**src/rtl/dtpa_pkg.sv**
```systemverilog
// Shared types and constants for the dual tachometer period averager.
// Used by dtpa_front, dtpa_div, dtpa_back and the top level; depends on nothing.
package dtpa_pkg;

    // Item mode codes.
    localparam logic [1:0] MODE_EDGE  = 2'd0;
    localparam logic [1:0] MODE_START = 2'd1;
    localparam logic [1:0] MODE_STOP  = 2'd2;
    localparam logic [1:0] MODE_REARM = 2'd3;

    // Fixed field widths.
    localparam int STAMP_W  = 16;
    localparam int PERIOD_W = 16;
    localparam int ACC_W    = 32;
    localparam int MEAN_W   = 24;

    // Saturation limits.
    localparam logic [ACC_W-1:0]  ACC_MAX  = 32'hFFFF_FFFF;
    localparam logic [MEAN_W-1:0] MEAN_MAX = 24'hFF_FFFF;

    // The mean divider produces one quotient bit per cycle.
    localparam int DIV_STEPS = MEAN_W;
    localparam int DIV_CNT_W = $clog2(DIV_STEPS);

    // Depth of the queue between the front and back parts.
    localparam int QUEUE_DEPTH = 2;
    localparam int QUEUE_PTR_W = $clog2(QUEUE_DEPTH);
    localparam int QUEUE_CNT_W = $clog2(QUEUE_DEPTH + 1);

    // Classified command handed from the front to the back.
    typedef struct packed {
        logic               is_edge;
        logic               is_start;
        logic               is_stop;
        logic               is_rearm;
        logic               channel;
        logic [STAMP_W-1:0] timestamp;
    } t_cmd;

    // One finished result item.
    typedef struct packed {
        logic                channel;
        logic [PERIOD_W-1:0] period;
        logic [ACC_W-1:0]    tick_sum;
        logic [ACC_W-1:0]    edge_count;
        logic [MEAN_W-1:0]   mean_period;
        logic                measuring;
    } t_result;

endpackage

```
**src/rtl/dtpa_front.sv**
```systemverilog
// Front part: accepts input items, decodes the mode and queues the commands.
// Depends on dtpa_pkg.
module dtpa_front (
    input  logic                        i_clk,
    input  logic                        i_rst_n,
    input  logic                        i_in_valid,
    output logic                        o_in_ready,
    input  logic [1:0]                  i_mode,
    input  logic                        i_channel,
    input  logic [dtpa_pkg::STAMP_W-1:0] i_timestamp,
    output logic                        o_cmd_valid,
    input  logic                        i_cmd_ready,
    output dtpa_pkg::t_cmd              o_cmd
);

    dtpa_pkg::t_cmd                         w_cmd;
    dtpa_pkg::t_cmd                         r_q [dtpa_pkg::QUEUE_DEPTH];
    logic [dtpa_pkg::QUEUE_PTR_W-1:0]       r_wr;
    logic [dtpa_pkg::QUEUE_PTR_W-1:0]       r_rd;
    logic [dtpa_pkg::QUEUE_CNT_W-1:0]       r_cnt;
    logic                                   w_push;
    logic                                   w_pop;

    // Decode the mode into one command flag.
    always_comb begin
        w_cmd           = '0;
        w_cmd.channel   = i_channel;
        w_cmd.timestamp = i_timestamp;
        unique case (i_mode)
            dtpa_pkg::MODE_EDGE:  w_cmd.is_edge  = 1'b1;
            dtpa_pkg::MODE_START: w_cmd.is_start = 1'b1;
            dtpa_pkg::MODE_STOP:  w_cmd.is_stop  = 1'b1;
            dtpa_pkg::MODE_REARM: w_cmd.is_rearm = 1'b1;
            default:              w_cmd.is_rearm = 1'b1;
        endcase
    end

    assign o_in_ready  = (r_cnt != dtpa_pkg::QUEUE_CNT_W'(dtpa_pkg::QUEUE_DEPTH));
    assign o_cmd_valid = (r_cnt != '0);
    assign o_cmd       = r_q[r_rd];
    assign w_push      = i_in_valid && o_in_ready;
    assign w_pop       = o_cmd_valid && i_cmd_ready;

    // Queue storage; entries need no reset.
    always_ff @(posedge i_clk) begin
        if (w_push) begin
            r_q[r_wr] <= w_cmd;
        end
    end

    // Queue pointers and fill count.
    always_ff @(posedge i_clk) begin
        if (!i_rst_n) begin
            r_wr  <= '0;
            r_rd  <= '0;
            r_cnt <= '0;
        end else begin
            if (w_push) begin
                r_wr <= (r_wr == dtpa_pkg::QUEUE_PTR_W'(dtpa_pkg::QUEUE_DEPTH - 1))
                        ? '0 : r_wr + 1'b1;
            end
            if (w_pop) begin
                r_rd <= (r_rd == dtpa_pkg::QUEUE_PTR_W'(dtpa_pkg::QUEUE_DEPTH - 1))
                        ? '0 : r_rd + 1'b1;
            end
            if (w_push && !w_pop) begin
                r_cnt <= r_cnt + 1'b1;
            end else if (w_pop && !w_push) begin
                r_cnt <= r_cnt - 1'b1;
            end
        end
    end

endmodule

```
**src/rtl/dtpa_div.sv**
```systemverilog
// Radix-2 restoring divider for the Q16.8 mean, one quotient bit per cycle.
// Expects the high half of the numerator below the divisor. Depends on dtpa_pkg.
module dtpa_div (
    input  logic                          i_clk,
    input  logic                          i_rst_n,
    input  logic                          i_start,
    input  logic [dtpa_pkg::ACC_W-1:0]    i_num,
    input  logic [dtpa_pkg::ACC_W-1:0]    i_den,
    output logic                          o_done,
    output logic [dtpa_pkg::MEAN_W-1:0]   o_quot
);

    logic [dtpa_pkg::ACC_W-1:0]     r_rem;
    logic [dtpa_pkg::MEAN_W-1:0]    r_dvd;
    logic [dtpa_pkg::ACC_W-1:0]     r_den;
    logic [dtpa_pkg::MEAN_W-1:0]    r_quo;
    logic [dtpa_pkg::DIV_CNT_W-1:0] r_cnt;
    logic                           r_busy;
    logic                           r_done;
    logic [dtpa_pkg::ACC_W:0]       w_trial;
    logic                           w_fits;

    // Shift the next numerator bit into the partial remainder and compare.
    assign w_trial = {r_rem, r_dvd[dtpa_pkg::MEAN_W-1]};
    assign w_fits  = (w_trial >= {1'b0, r_den});

    // Datapath registers.
    always_ff @(posedge i_clk) begin
        if (i_start) begin
            r_rem <= {16'd0, i_num[dtpa_pkg::ACC_W-1:16]};
            r_dvd <= {i_num[15:0], 8'd0};
            r_den <= i_den;
            r_quo <= '0;
        end else if (r_busy) begin
            r_rem <= w_fits ? dtpa_pkg::ACC_W'(w_trial - {1'b0, r_den})
                            : w_trial[dtpa_pkg::ACC_W-1:0];
            r_dvd <= {r_dvd[dtpa_pkg::MEAN_W-2:0], 1'b0};
            r_quo <= {r_quo[dtpa_pkg::MEAN_W-2:0], w_fits};
        end
    end

    // Step counter and completion pulse.
    always_ff @(posedge i_clk) begin
        if (!i_rst_n) begin
            r_busy <= 1'b0;
            r_done <= 1'b0;
            r_cnt  <= '0;
        end else begin
            r_done <= 1'b0;
            if (i_start) begin
                r_busy <= 1'b1;
                r_cnt  <= '0;
            end else if (r_busy) begin
                r_cnt <= r_cnt + 1'b1;
                if (r_cnt == dtpa_pkg::DIV_CNT_W'(dtpa_pkg::DIV_STEPS - 1)) begin
                    r_busy <= 1'b0;
                    r_done <= 1'b1;
                end
            end
        end
    end

    assign o_done = r_done;
    assign o_quot = r_quo;

endmodule

```
**src/rtl/dtpa_back.sv**
```systemverilog
// Back part: applies each command to the channel state, forms the mean and
// holds the result in the output register. Depends on dtpa_pkg and dtpa_div.
module dtpa_back #(
    parameter int TIMER_BITS = 16
) (
    input  logic              i_clk,
    input  logic              i_rst_n,
    input  logic              i_cmd_valid,
    output logic              o_cmd_ready,
    input  dtpa_pkg::t_cmd    i_cmd,
    output logic              o_out_valid,
    input  logic              i_out_ready,
    output dtpa_pkg::t_result o_res
);

    // Stored stamps never exceed the timestamp field or the timer width.
    localparam int SW = (TIMER_BITS < dtpa_pkg::STAMP_W) ? TIMER_BITS : dtpa_pkg::STAMP_W;

    localparam logic [1:0] ST_IDLE = 2'd0;
    localparam logic [1:0] ST_EXEC = 2'd1;
    localparam logic [1:0] ST_DIV  = 2'd2;
    localparam logic [1:0] ST_DONE = 2'd3;

    logic [1:0]                     r_state;
    logic [1:0]                     n_state;
    dtpa_pkg::t_cmd                 r_cmd;
    dtpa_pkg::t_result              r_res;
    dtpa_pkg::t_result              r_out;
    logic                           r_out_valid;
    logic [SW-1:0]                  r_stamp [2];
    logic [dtpa_pkg::ACC_W-1:0]     r_sum [2];
    logic [dtpa_pkg::ACC_W-1:0]     r_count [2];
    logic                           r_measure;

    logic [SW-1:0]                  w_ts;
    logic [TIMER_BITS-1:0]          w_diff;
    logic [TIMER_BITS-1:0]          w_period;
    logic [dtpa_pkg::ACC_W:0]       w_sum_wide;
    logic [dtpa_pkg::ACC_W-1:0]     w_sum;
    logic [dtpa_pkg::ACC_W-1:0]     w_count;
    logic                           w_measure;
    logic                           w_mean_zero;
    logic                           w_mean_sat;
    logic                           w_div_start;
    logic                           w_div_done;
    logic [dtpa_pkg::MEAN_W-1:0]    w_quot;
    logic                           w_load;

    // Period since the channel's last edge, modulo the timer width.
    assign w_ts       = r_cmd.timestamp[SW-1:0];
    assign w_diff     = TIMER_BITS'(w_ts) - TIMER_BITS'(r_stamp[r_cmd.channel]);
    assign w_period   = r_cmd.is_edge ? w_diff : '0;
    assign w_sum_wide = {1'b0, r_sum[r_cmd.channel]} + (dtpa_pkg::ACC_W + 1)'(w_diff);

    // Updated sum, count and measuring flag for the addressed channel.
    always_comb begin
        w_sum     = r_sum[r_cmd.channel];
        w_count   = r_count[r_cmd.channel];
        w_measure = r_measure;
        if (r_cmd.is_edge && r_measure) begin
            w_sum = w_sum_wide[dtpa_pkg::ACC_W] ? dtpa_pkg::ACC_MAX
                                                : w_sum_wide[dtpa_pkg::ACC_W-1:0];
            if (w_count != dtpa_pkg::ACC_MAX) begin
                w_count = w_count + 1'b1;
            end
        end else if (r_cmd.is_start) begin
            w_sum     = '0;
            w_count   = '0;
            w_measure = 1'b1;
        end else if (r_cmd.is_stop) begin
            w_measure = 1'b0;
        end
    end

    // The mean is zero when idle or empty, and saturates once sum/count reaches 2^16.
    assign w_mean_zero = !w_measure || (w_sum == '0) || (w_count == '0);
    assign w_mean_sat  = (dtpa_pkg::ACC_W'(w_sum[dtpa_pkg::ACC_W-1:16]) >= w_count);
    assign w_div_start = (r_state == ST_EXEC) && !w_mean_zero && !w_mean_sat;
    assign w_load      = (r_state == ST_DONE) && (!r_out_valid || i_out_ready);
    assign o_cmd_ready = (r_state == ST_IDLE);

    dtpa_div u_div (
        .i_clk   (i_clk),
        .i_rst_n (i_rst_n),
        .i_start (w_div_start),
        .i_num   (w_sum),
        .i_den   (w_count),
        .o_done  (w_div_done),
        .o_quot  (w_quot)
    );

    // Sequencer.
    always_comb begin
        n_state = r_state;
        unique case (r_state)
            ST_IDLE: if (i_cmd_valid) n_state = ST_EXEC;
            ST_EXEC: n_state = w_div_start ? ST_DIV : ST_DONE;
            ST_DIV:  if (w_div_done) n_state = ST_DONE;
            ST_DONE: if (w_load) n_state = ST_IDLE;
            default: n_state = ST_IDLE;
        endcase
    end

    always_ff @(posedge i_clk) begin
        if (!i_rst_n) begin
            r_state <= ST_IDLE;
        end else begin
            r_state <= n_state;
        end
    end

    // Command and result payload registers.
    always_ff @(posedge i_clk) begin
        if ((r_state == ST_IDLE) && i_cmd_valid) begin
            r_cmd <= i_cmd;
        end
        if (r_state == ST_EXEC) begin
            r_res.channel    <= r_cmd.channel;
            r_res.period     <= dtpa_pkg::PERIOD_W'(w_period);
            r_res.tick_sum   <= w_sum;
            r_res.edge_count <= w_count;
            r_res.measuring  <= w_measure;
            r_res.mean_period <= w_mean_zero ? '0 : dtpa_pkg::MEAN_MAX;
        end else if ((r_state == ST_DIV) && w_div_done) begin
            r_res.mean_period <= w_quot;
        end
        if (w_load) begin
            r_out <= r_res;
        end
    end

    // Channel state updates.
    always_ff @(posedge i_clk) begin
        if (!i_rst_n) begin
            r_stamp[0] <= '0;
            r_stamp[1] <= '0;
            r_sum[0]   <= '0;
            r_sum[1]   <= '0;
            r_count[0] <= '0;
            r_count[1] <= '0;
            r_measure  <= 1'b0;
        end else if (r_state == ST_EXEC) begin
            r_measure <= w_measure;
            if (r_cmd.is_edge) begin
                r_stamp[r_cmd.channel] <= w_ts;
                r_sum[r_cmd.channel]   <= w_sum;
                r_count[r_cmd.channel] <= w_count;
            end else if (r_cmd.is_start) begin
                r_sum[0]   <= '0;
                r_sum[1]   <= '0;
                r_count[0] <= '0;
                r_count[1] <= '0;
            end else if (r_cmd.is_rearm) begin
                r_stamp[0] <= w_ts;
                r_stamp[1] <= w_ts;
            end
        end
    end

    // Output register valid flag.
    always_ff @(posedge i_clk) begin
        if (!i_rst_n) begin
            r_out_valid <= 1'b0;
        end else if (w_load) begin
            r_out_valid <= 1'b1;
        end else if (i_out_ready) begin
            r_out_valid <= 1'b0;
        end
    end

    assign o_out_valid = r_out_valid;
    assign o_res       = r_out;

endmodule

```
**src/rtl/dual_tachometer_period_averager.sv**
```systemverilog
// Dual tachometer period averager: edge timer with per-channel mean period.
// Input items (mode, channel, timestamp) enter on a valid/ready channel and each
// transfer produces exactly one result transfer on the output valid/ready channel.
// An edge reports the ticks since that channel's previous edge, modulo
// 2^TIMER_BITS; while measuring, the period is added to a saturating sum and the
// edge count rises. Start clears both channels and begins measuring, stop ends
// it, rearm loads both last stamps from the timestamp.
// A command that needs a mean division passes through the shared restoring
// divider, which yields one of 24 quotient bits per cycle; other commands skip
// it. The execution unit takes the next command only once the current result
// has been loaded into the output register.
// A two-entry queue sits between the input decoder and the execution unit, so
// inputs keep being accepted while a result waits in the output register.
// When the receiver stalls, the result holds in the output register, the
// execution unit waits with the next finished result, and input ready drops
// once the queue is full.
// Reset (synchronous, active low) clears stamps, sums, counts, the measuring
// flag, the queue and the output valid.
// Depends on dtpa_pkg, dtpa_front, dtpa_div and dtpa_back.
module dual_tachometer_period_averager #(
    parameter int TIMER_BITS = 16
) (
    input  logic        i_clk,
    input  logic        i_rst_n,
    input  logic        i_in_valid,
    output logic        o_in_ready,
    input  logic [1:0]  i_mode,
    input  logic        i_channel,
    input  logic [15:0] i_timestamp,
    output logic        o_out_valid,
    input  logic        i_out_ready,
    output logic        o_out_channel,
    output logic [15:0] o_period,
    output logic [31:0] o_tick_sum,
    output logic [31:0] o_edge_count,
    output logic [23:0] o_mean_period,
    output logic        o_measuring
);

    logic              w_cmd_valid;
    logic              w_cmd_ready;
    dtpa_pkg::t_cmd    w_cmd;
    dtpa_pkg::t_result w_res;

    dtpa_front u_front (
        .i_clk       (i_clk),
        .i_rst_n     (i_rst_n),
        .i_in_valid  (i_in_valid),
        .o_in_ready  (o_in_ready),
        .i_mode      (i_mode),
        .i_channel   (i_channel),
        .i_timestamp (i_timestamp),
        .o_cmd_valid (w_cmd_valid),
        .i_cmd_ready (w_cmd_ready),
        .o_cmd       (w_cmd)
    );

    dtpa_back #(
        .TIMER_BITS (TIMER_BITS)
    ) u_back (
        .i_clk       (i_clk),
        .i_rst_n     (i_rst_n),
        .i_cmd_valid (w_cmd_valid),
        .o_cmd_ready (w_cmd_ready),
        .i_cmd       (w_cmd),
        .o_out_valid (o_out_valid),
        .i_out_ready (i_out_ready),
        .o_res       (w_res)
    );

    // Unpack the result onto the output ports.
    assign o_out_channel = w_res.channel;
    assign o_period      = w_res.period;
    assign o_tick_sum    = w_res.tick_sum;
    assign o_edge_count  = w_res.edge_count;
    assign o_mean_period = w_res.mean_period;
    assign o_measuring   = w_res.measuring;

endmodule
```
**config.mk**
```make
export PLATFORM = sky130hd
export DESIGN_NAME = dual_tachometer_period_averager
export DESIGN_NICKNAME = d
export VERILOG_FILES = /design/src/rtl/dtpa_pkg.sv /design/src/rtl/dtpa_front.sv /design/src/rtl/dtpa_div.sv /design/src/rtl/dtpa_back.sv /design/src/rtl/dual_tachometer_period_averager.sv
export SDC_FILE = /design/constraint.sdc
export NUM_CORES = 1
export LEC_CHECK = 0
export BUFFER_PORTS_ARGS = -buffer_cell sky130_fd_sc_hd__buf_4
export CAP_MARGIN = 40
export CORE_MARGIN = 5
export CORE_UTILIZATION = 40
export DETAILED_ROUTE_END_ITERATION = 12
export SLEW_MARGIN = 20
export SYNTH_ARGS = -nofsm -noshare
export SYNTH_HDL_FRONTEND = slang
export SYNTH_SLANG_ARGS = --single-unit
```
**constraint.sdc**
```tcl
create_clock -name i_clk -period 22.6 [get_ports i_clk]
set_input_delay 4.52 -clock i_clk [delete_from_list [all_inputs] [get_ports i_clk]]
set_output_delay 4.52 -clock i_clk [all_outputs]
set_load 0.01 [all_outputs]
```
==> results of run 1 <==
cell families after synthesis:
kind of cell | count (synthesis)
AND/OR/NAND/NOR | 642
XOR/XNOR | 63
buffers and inverters | 236
adder cells (fa/ha/maj) | 89
multiplexers | 187
flip-flops | 554
AO/OA/AOI/OAI | 418
cell usage after synthesis (all sizes together) (5+ instances only):
cell	instances
nand4b	6
a21o	34
a211o	7
a31o	5
or3	6
xor2	26
o21ai	83
ha	86
nand3b	16
inv	151
nor2	287
o21a	23
o2111ai	9
nand4	25
edfxtp	499
o31ai	16
nor3	29
xnor2	37
mux2	73
and3	19
a211oi	29
nor2b	14
buf	32
a21boi	5
nand2b	10
or2	8
nor4	12
a22oi	10
a21oi	98
nand2	96
and2	60
clkbuf	53
mux2i	114
nor3b	6
dfxtp	55
o211ai	10
o21bai	6
o311ai	5
o22ai	8
nand3	40
a31oi	19
flip-flops by register name, summed over array words and instances, names as in the netlist:
| name | flops |
|---|---|
| u_back.o_res | 106 |
| u_back.r_res | 106 |
| u_back.r_count | 64 |
| u_back.r_sum | 64 |
| u_front.r_q | 42 |
| u_back.r_stamp | 32 |
| u_back.u_div.r_den | 32 |
| u_back.u_div.r_rem | 32 |
| u_back.u_div.o_quot | 24 |
| u_back.u_div.r_dvd | 16 |
| u_back.w_ts | 16 |
| u_back.r_cmd | 5 |
| u_back.u_div.r_cnt | 5 |
| u_back.r_state | 2 |
| u_front.r_cnt | 2 |
| u_back.o_out_valid | 1 |
| u_back.r_measure | 1 |
| u_back.u_div.o_done | 1 |
| u_back.u_div.r_busy | 1 |
| u_front.r_rd | 1 |
| u_front.r_wr | 1 |
where the power goes:
part	leakage, nW	internal (W)	total [W]	switching, W
clock	1.03	0.000636	0.00103	0.000396
combinational	5.54	0.000715	0.00192	0.00120
sequential	5.29	0.00147	0.00159	0.000113
area by class of cell:
class / count / area, µm²
tap: 864 / 1080
clock buffer: 69 / 1540
sequential: 554 / 16100
antenna: 1 / 2.50
clock inverter: 38 / 552
multi-input combinational: 1399 / 9750
inverter: 151 / 567
timing repair buffer: 175 / 1470
fill: 5850 / 35000
metal layers:
metal	up-vias	global-route usage	part of all wire
met5	-	0	0
met4	0	0.0409	0.023
met3	110	0.0299	0.055
met2	493	0.282	0.46
met1	8624	0.242	0.46
li1	8393	-	-
per-stage QoR:
step                hold WS, ps   util  total power (W)  cells
floorplan                   400      -          0.00296   2189
global placement            405  0.434          0.00344   3129
detailed placement          406  0.438          0.00350   3141
CTS                         396  0.470          0.00455   3248
global route                418  0.470          0.00481   3250
finish                      405  0.470          0.00454   3251
path summary, 6_finish.rpt:
kind	from	to	slack (ps)	depth (start not counted)
setup / recovery	u_back.r_cmd[16]	u_back.u_div.r_rem[12]	13080	39
setup reg to reg	u_back.r_cmd[16]	u_back.u_div.r_rem[12]	13080	39
hold reg to reg	u_back.r_res[43]	u_back.o_res[43]	410	0
hold / removal	u_back.r_res[43]	u_back.o_res[43]	410	0
==> metrics.yaml, run 1 <==
sta:
  top_achievable_clock_speed_mhz: 105
  layout_worst_path_cycle_share: 0.421
  totalNegativeSetupSlack_ps: 0
  slew_headroom: 0.404
  maxSlewViolCount: 0
  setup_repair_after_global_routing_missed_its_margin: "false"
  finalCriticalPeriod_ps: 9520
  fin_worst_skew_ps: 30.2
  final-hold-violation-count: 0
  setup_viol: 0
  tightest_slew_ps: 894
  setup_ws_ps: 13080
placement:
  finalWeightedCongestion: 0.903
  detailed_place.area_um2: 28900
  place.port_buffers: 130
  dp_hpwl_um: 46000
  dp_worst_setup_slack_ps: 13130
critical_path:
  critical-path-top-delay-family: "compound AO/OA/AOI/OAI gates"
  critical-path-slowest-cell: "buf_12"
  critical_path_arrival_ps: 9760
  worst-path-buf-inv: 5
  critPathMostFrequentCell: "a21o_1"
  critical_path.max_fanout: 140
  crit_path_start_kind: "flip-flop"
  timing.critical_path.to_type: "flip-flop"
  cp.required_ps: 22850
  crit_type: "reg2reg"
  delay_of_the_slowest_cell_on_the_worst_path_ps: 570
logic_synthesis:
  synth_seq_area_share: 0.601
  synth_largest_type_area_fraction: 0.560
  synthXorXnorAreaFrac: 0.0206
  syn-num-nets: 2301
  gate_count_after_technology_mapping: 2189
  synth-compound-area-share: 0.106
  synth_warnings: 0
  synth_cell_type_count: 97
  biggest_area_contributors_in_the_synthesized_netlist: "edfxtp_1 56%, dfxtp_1 4.1%, mux2i_1 4.1%"
  synthesis.area_per_instance_um2: 12.2
  async_reset_ff_frac: 0
  synth_fa_ha_area_frac: 0.0425
  main_combinational_cell_family_by_area_after_synthesis: "simple AND/OR/NAND/NOR gates"
  synthSimpleGateAreaFrac: 0.116
  synth_seq_cells: 554
  synth_top_flop_cell: "edfxtp_1"
  synth.mux.area_fraction: 0.0769
  count_of_flip_flops_with_a_built_in_enable_after_synthesis: 499
  synth_top_area_cell: "edfxtp_1"
  syn-cell-area_um2: 26800
flow_run:
  max_cap_viol_count: 0
clock_tree:
  worstSkewPairLatency_ps: 620
  cts_tree: "yes"
  cts_buffer_depth: 3
  cts_setup_buffers: 0
  ctsRootBufferMaster: "clkbuf_16"
  maximum_level_of_the_cts_h_tree: 2
  clkSlewWorstSetupHoldPaths_ps: 60
  numCtsBuffers: 57
  number_of_sinks_handled_by_clock_tree_synthesis: 554
  postCtsHoldBufs: 0
  cts.repair.resized: 0
floorplanning:
  initial_utilization: 0.405
  placement_rows: 94
  dieWidth_um: 269
  floorplan.core_area_um2: 66100
  die-height_um: 269
  io-pin-count: 131
  die_area_um2: 72200
global_route:
  largest_net_degree_at_the_start_of_global_routing: 141
  track_usage: 0.172
  antenna_found_initial: 0
  grt_overflow_total: 0
  grt_pass1_vias: 17200
  grt_pass1_wl_um: 99100
cells_and_area:
  area.growth.synth_to_final_pct: 16.1
  nets: 2450
  mostFrequentLayoutCell: "edfxtp_1"
  fin_area_um2: 31100
  final_layout_size_suffix_gt1_frac: 0.165
  mostFrequentLayoutCells: "499 x edfxtp_1, 284 x nor2_1, 162 x buf_4"
pwr:
  power.static_leakage_nw: 11.9
  ir_drop_mv: 0.0800
  cellPowerDensity_nw_per_um2: 146
detailed_routing:
  dr_total_vias: 17600
  detailed_route_drc_error_count: 0
  drt_wl_total_um: 63900
  post_drt_wl_per_cell_um: 19.7
  ant_nets: 0
  route.detailed.vias_per_inst: 5.42
  detailed_route_iter0_violations: 1436
  first_pass_iters: 8
worst_hold_path:
  worstHoldPathType: "reg2reg"
run_status:
  status: "finished, final reports clean"
No activity file was read; power rests on OpenSTA's default activity.
==> run 2, diff against run 1 <==
==> constraint.sdc (replaced) <==
create_clock -name i_clk -period 9.11 [get_ports i_clk]
set_input_delay 1.822 -clock i_clk [delete_from_list [all_inputs] [get_ports i_clk]]
set_output_delay 1.822 -clock i_clk [all_outputs]
set_load 0.01 [all_outputs]
==> run 2 against run 1 <==
Critical endpoint is now u_back.u_div.r_dvd[9]. Worst hold slack worse by 5.5 ps. Critical path type unchanged. Final cell count increased by 0.25%. Power grew 140%. Largest cell class unchanged. Via count shrank 0.27%. Worst setup slack lost 13000 ps. Die area stayed put. Design area is 0.34% lower. Flip-flop and latch count is the same. Fmax increased by 10%. Critical path depth shrank 8. First-iteration DRC count fell by 11%. Combinational power rose by 150%.
==> metrics.yaml, run 2 (same netlist as run 1, synthesis figures left out) <==
run_status:
  status: "finished, final reports clean"
clock_tree:
  clkSlewWorstSetupHoldPaths_ps: 60  # about the same
  postCtsHoldBufs: 0  # unchanged
  maximum_level_of_the_cts_h_tree: 2  # unchanged
  worstSkewPairLatency_ps: 620  # about the same
  numCtsBuffers: 58  # +1.8%
  ctsRootBufferMaster: "clkbuf_16"
  cts_tree: "yes"
  number_of_sinks_handled_by_clock_tree_synthesis: 554  # unchanged
  cts_buffer_depth: 3  # unchanged
global_route:
  groute.layer.met2.usage: 0.283  # +0.00185
  met3_usage: 0.0265  # -0.00347
  grt_overflow_total: 0  # unchanged
  antenna_found_initial: 0  # unchanged
  grt_pass1_wl_um: 98400  # -0.61%
  largest_net_degree_at_the_start_of_global_routing: 136  # -3.5%
  grt_pass1_vias: 17300  # +0.19%
  track_usage: 0.172  # -0.000260
  groute.layer.met1.usage: 0.242  # -0.000273
  grt.busiest_layer: "met2"
cells_and_area:
  antenna_cells_inserted: 0  # -1
  nets: 2459  # +0.37%
  seq_area_um2: 16100  # unchanged
  fin_area_um2: 30900  # -0.34%
  final_layout_size_suffix_gt1_frac: 0.164  # -0.00104
  multi_input_area_um2: 9760  # +0.14%
  layout.filler_cells: 5962  # +1.9%
  mostFrequentLayoutCells: "499 x edfxtp_1, 284 x nor2_1, 169 x buf_4"
  area.growth.synth_to_final_pct: 15.7
  final_cell_count_no_fill: 3259  # +0.25%
  mostFrequentLayoutCell: "edfxtp_1"
sta:
  fin_worst_skew_ps: 28.8  # -1.39 ps
  slew_headroom: 0.436  # +0.0323
  maxSlewViolCount: 0  # unchanged
  top_achievable_clock_speed_mhz: 116  # +10%
  final-hold-violation-count: 0  # unchanged
  layout_worst_path_cycle_share: 0.948  # +0.527
  totalNegativeSetupSlack_ps: 0  # unchanged
  setup_viol: 0  # unchanged
  tightest_slew_ps: 845  # -48.5 ps
  fin_hold_ws_ps: 400  # -5.52 ps
  finalCriticalPeriod_ps: 8640  # -877 ps
  setup_repair_after_global_routing_missed_its_margin: "false"
flow_run:
  max_cap_viol_count: 0  # unchanged
worst_hold_path:
  worstHoldPathCells: 0  # unchanged
  capture_endpoint_of_the_worst_hold_path: "u_back.o_res[35]"
  hold_path_startpoint: "u_back.r_res[35]"
  worstHoldPathType: "reg2reg"
placement:
  finalWeightedCongestion: 0.920  # +1.8%
  detailed_place.area_um2: 29000  # +0.12%
  dp_hpwl_um: 46300  # +0.65%
  place.port_buffers: 130  # unchanged
  placed_cells: 3146  # +0.16%
floorplanning:
  die_area_um2: 72200  # unchanged
  die-height_um: 269  # unchanged
  floorplan.core_area_um2: 66100  # unchanged
  dieWidth_um: 269  # unchanged
  placement_rows: 94  # unchanged
  initial_utilization: 0.405  # unchanged
  io-pin-count: 131  # unchanged
detailed_routing:
  drt_wl_total_um: 64000  # +0.21%
  detailed_route_drc_error_count: 0  # unchanged
  post_drt_wl_per_cell_um: 19.7  # about the same
  route.detailed.vias_per_inst: 5.39  # -0.52%
  ant_nets: 0  # unchanged
  dr_total_vias: 17600  # -0.27%
  first_pass_iters: 5  # -3
  detailed_route_iter0_violations: 1277  # -11%
critical_path:
  rr_worst_depth: 31  # -21%
  crit_type: "reg2reg"
  cp.required_ps: 9460  # -13,390 ps
  setup.reg_to_reg.worst_slack_ps: 470  # -12,610 ps
  critical-path-slowest-cell: "edfxtp_1"
  crit_path_start_kind: "flip-flop"
  r2r-end: "u_back.u_div.r_dvd[9]"
  delay_of_the_slowest_cell_on_the_worst_path_ps: 550  # -20 ps
  timing.critical_path.to_type: "flip-flop"
  worst_r2r_startpoint: "u_back.r_cmd[16]"
  critical_path.max_fanout: 23  # -84%
  critical_path_arrival_ps: 8990  # -770 ps
  critPathMostFrequentCell: "a21o_1"
pwr:
  power.static_leakage_nw: 11.8  # -0.48%
  ir_drop_mv: 0.157  # +96%
  cellPowerDensity_nw_per_um2: 357  # +140%
  report.power.total_w: 0.0111  # +140%
-- run 2: routing by layer --
layer,share of wire,up-vias,routed length [µm]
li1,-,8401,-
met1,0.46,8623,29600
met2,0.47,456,29800
met3,0.050,92,3200
met4,0.022,0,1400
met5,0,-,0
-- run 2: stage by stage --
step	utilization	worst slack [ps]
after global routing	0.468	18.8
after CTS	0.467	460
after global placement	0.435	724
after detailed placement	0.438	494
after floorplan	-	40.2
final	0.468	471
-- run 2: repair_timing --
| action | CTS | global route |
|---|---|---|
| gates resized for setup | 0 | 1 |
| setup buffers | 0 | 3 |
| endpoints found under the hold margin | 0 | 0 |
| endpoints found under the setup margin | 0 | 38 |
-- run 2: layout make-up --
type | instances | share of cell area
well taps | 864 | 0.0349
clock inverters | 23 | 0.00683
multi-input cells | 1399 | 0.316
flip-flops and latches | 554 | 0.520
clock buffers | 85 | 0.0552
inverters | 151 | 0.0183
repair buffers | 183 | 0.0494
-- run 2: worst max-delay path, delay by kind of cell, from the launching register on --
kind                     cells  cell delay, ps
AO/OA/AOI/OAI               16            3530
flip-flops                   1             550
AND/OR/NAND/NOR              4            1330
adder cells (fa/ha/maj)      4            1200
multiplexers                 3            1000
buffers and inverters        3             550
XOR/XNOR                     1             170
-- run 2: report_power, final --
group	switching [W]	internal (W)	leakage (nW)	total [W]
registers	0.000271	0.00365	5.29	0.00393
clock network	0.000972	0.00138	0.939	0.00236
logic	0.00298	0.00180	5.57	0.00478
-- run 2: how the worst max path moves through the flow --
stage / from / to / slack [ps]
floorplan: u_back.r_cmd[16] / u_back.u_div.r_dvd[10] / 40
detailed placement: u_back.r_cmd[16] / u_back.u_div.r_dvd[9] / 490
finish: u_back.r_cmd[16] / u_back.u_div.r_dvd[9] / 470
CTS: u_back.r_cmd[16] / u_back.u_div.r_dvd[9] / 460
global route: u_back.r_cmd[16] / u_back.u_div.r_dvd[9] / 20
global placement: u_back.r_cmd[16] / u_back.u_div.r_dvd[9] / 720
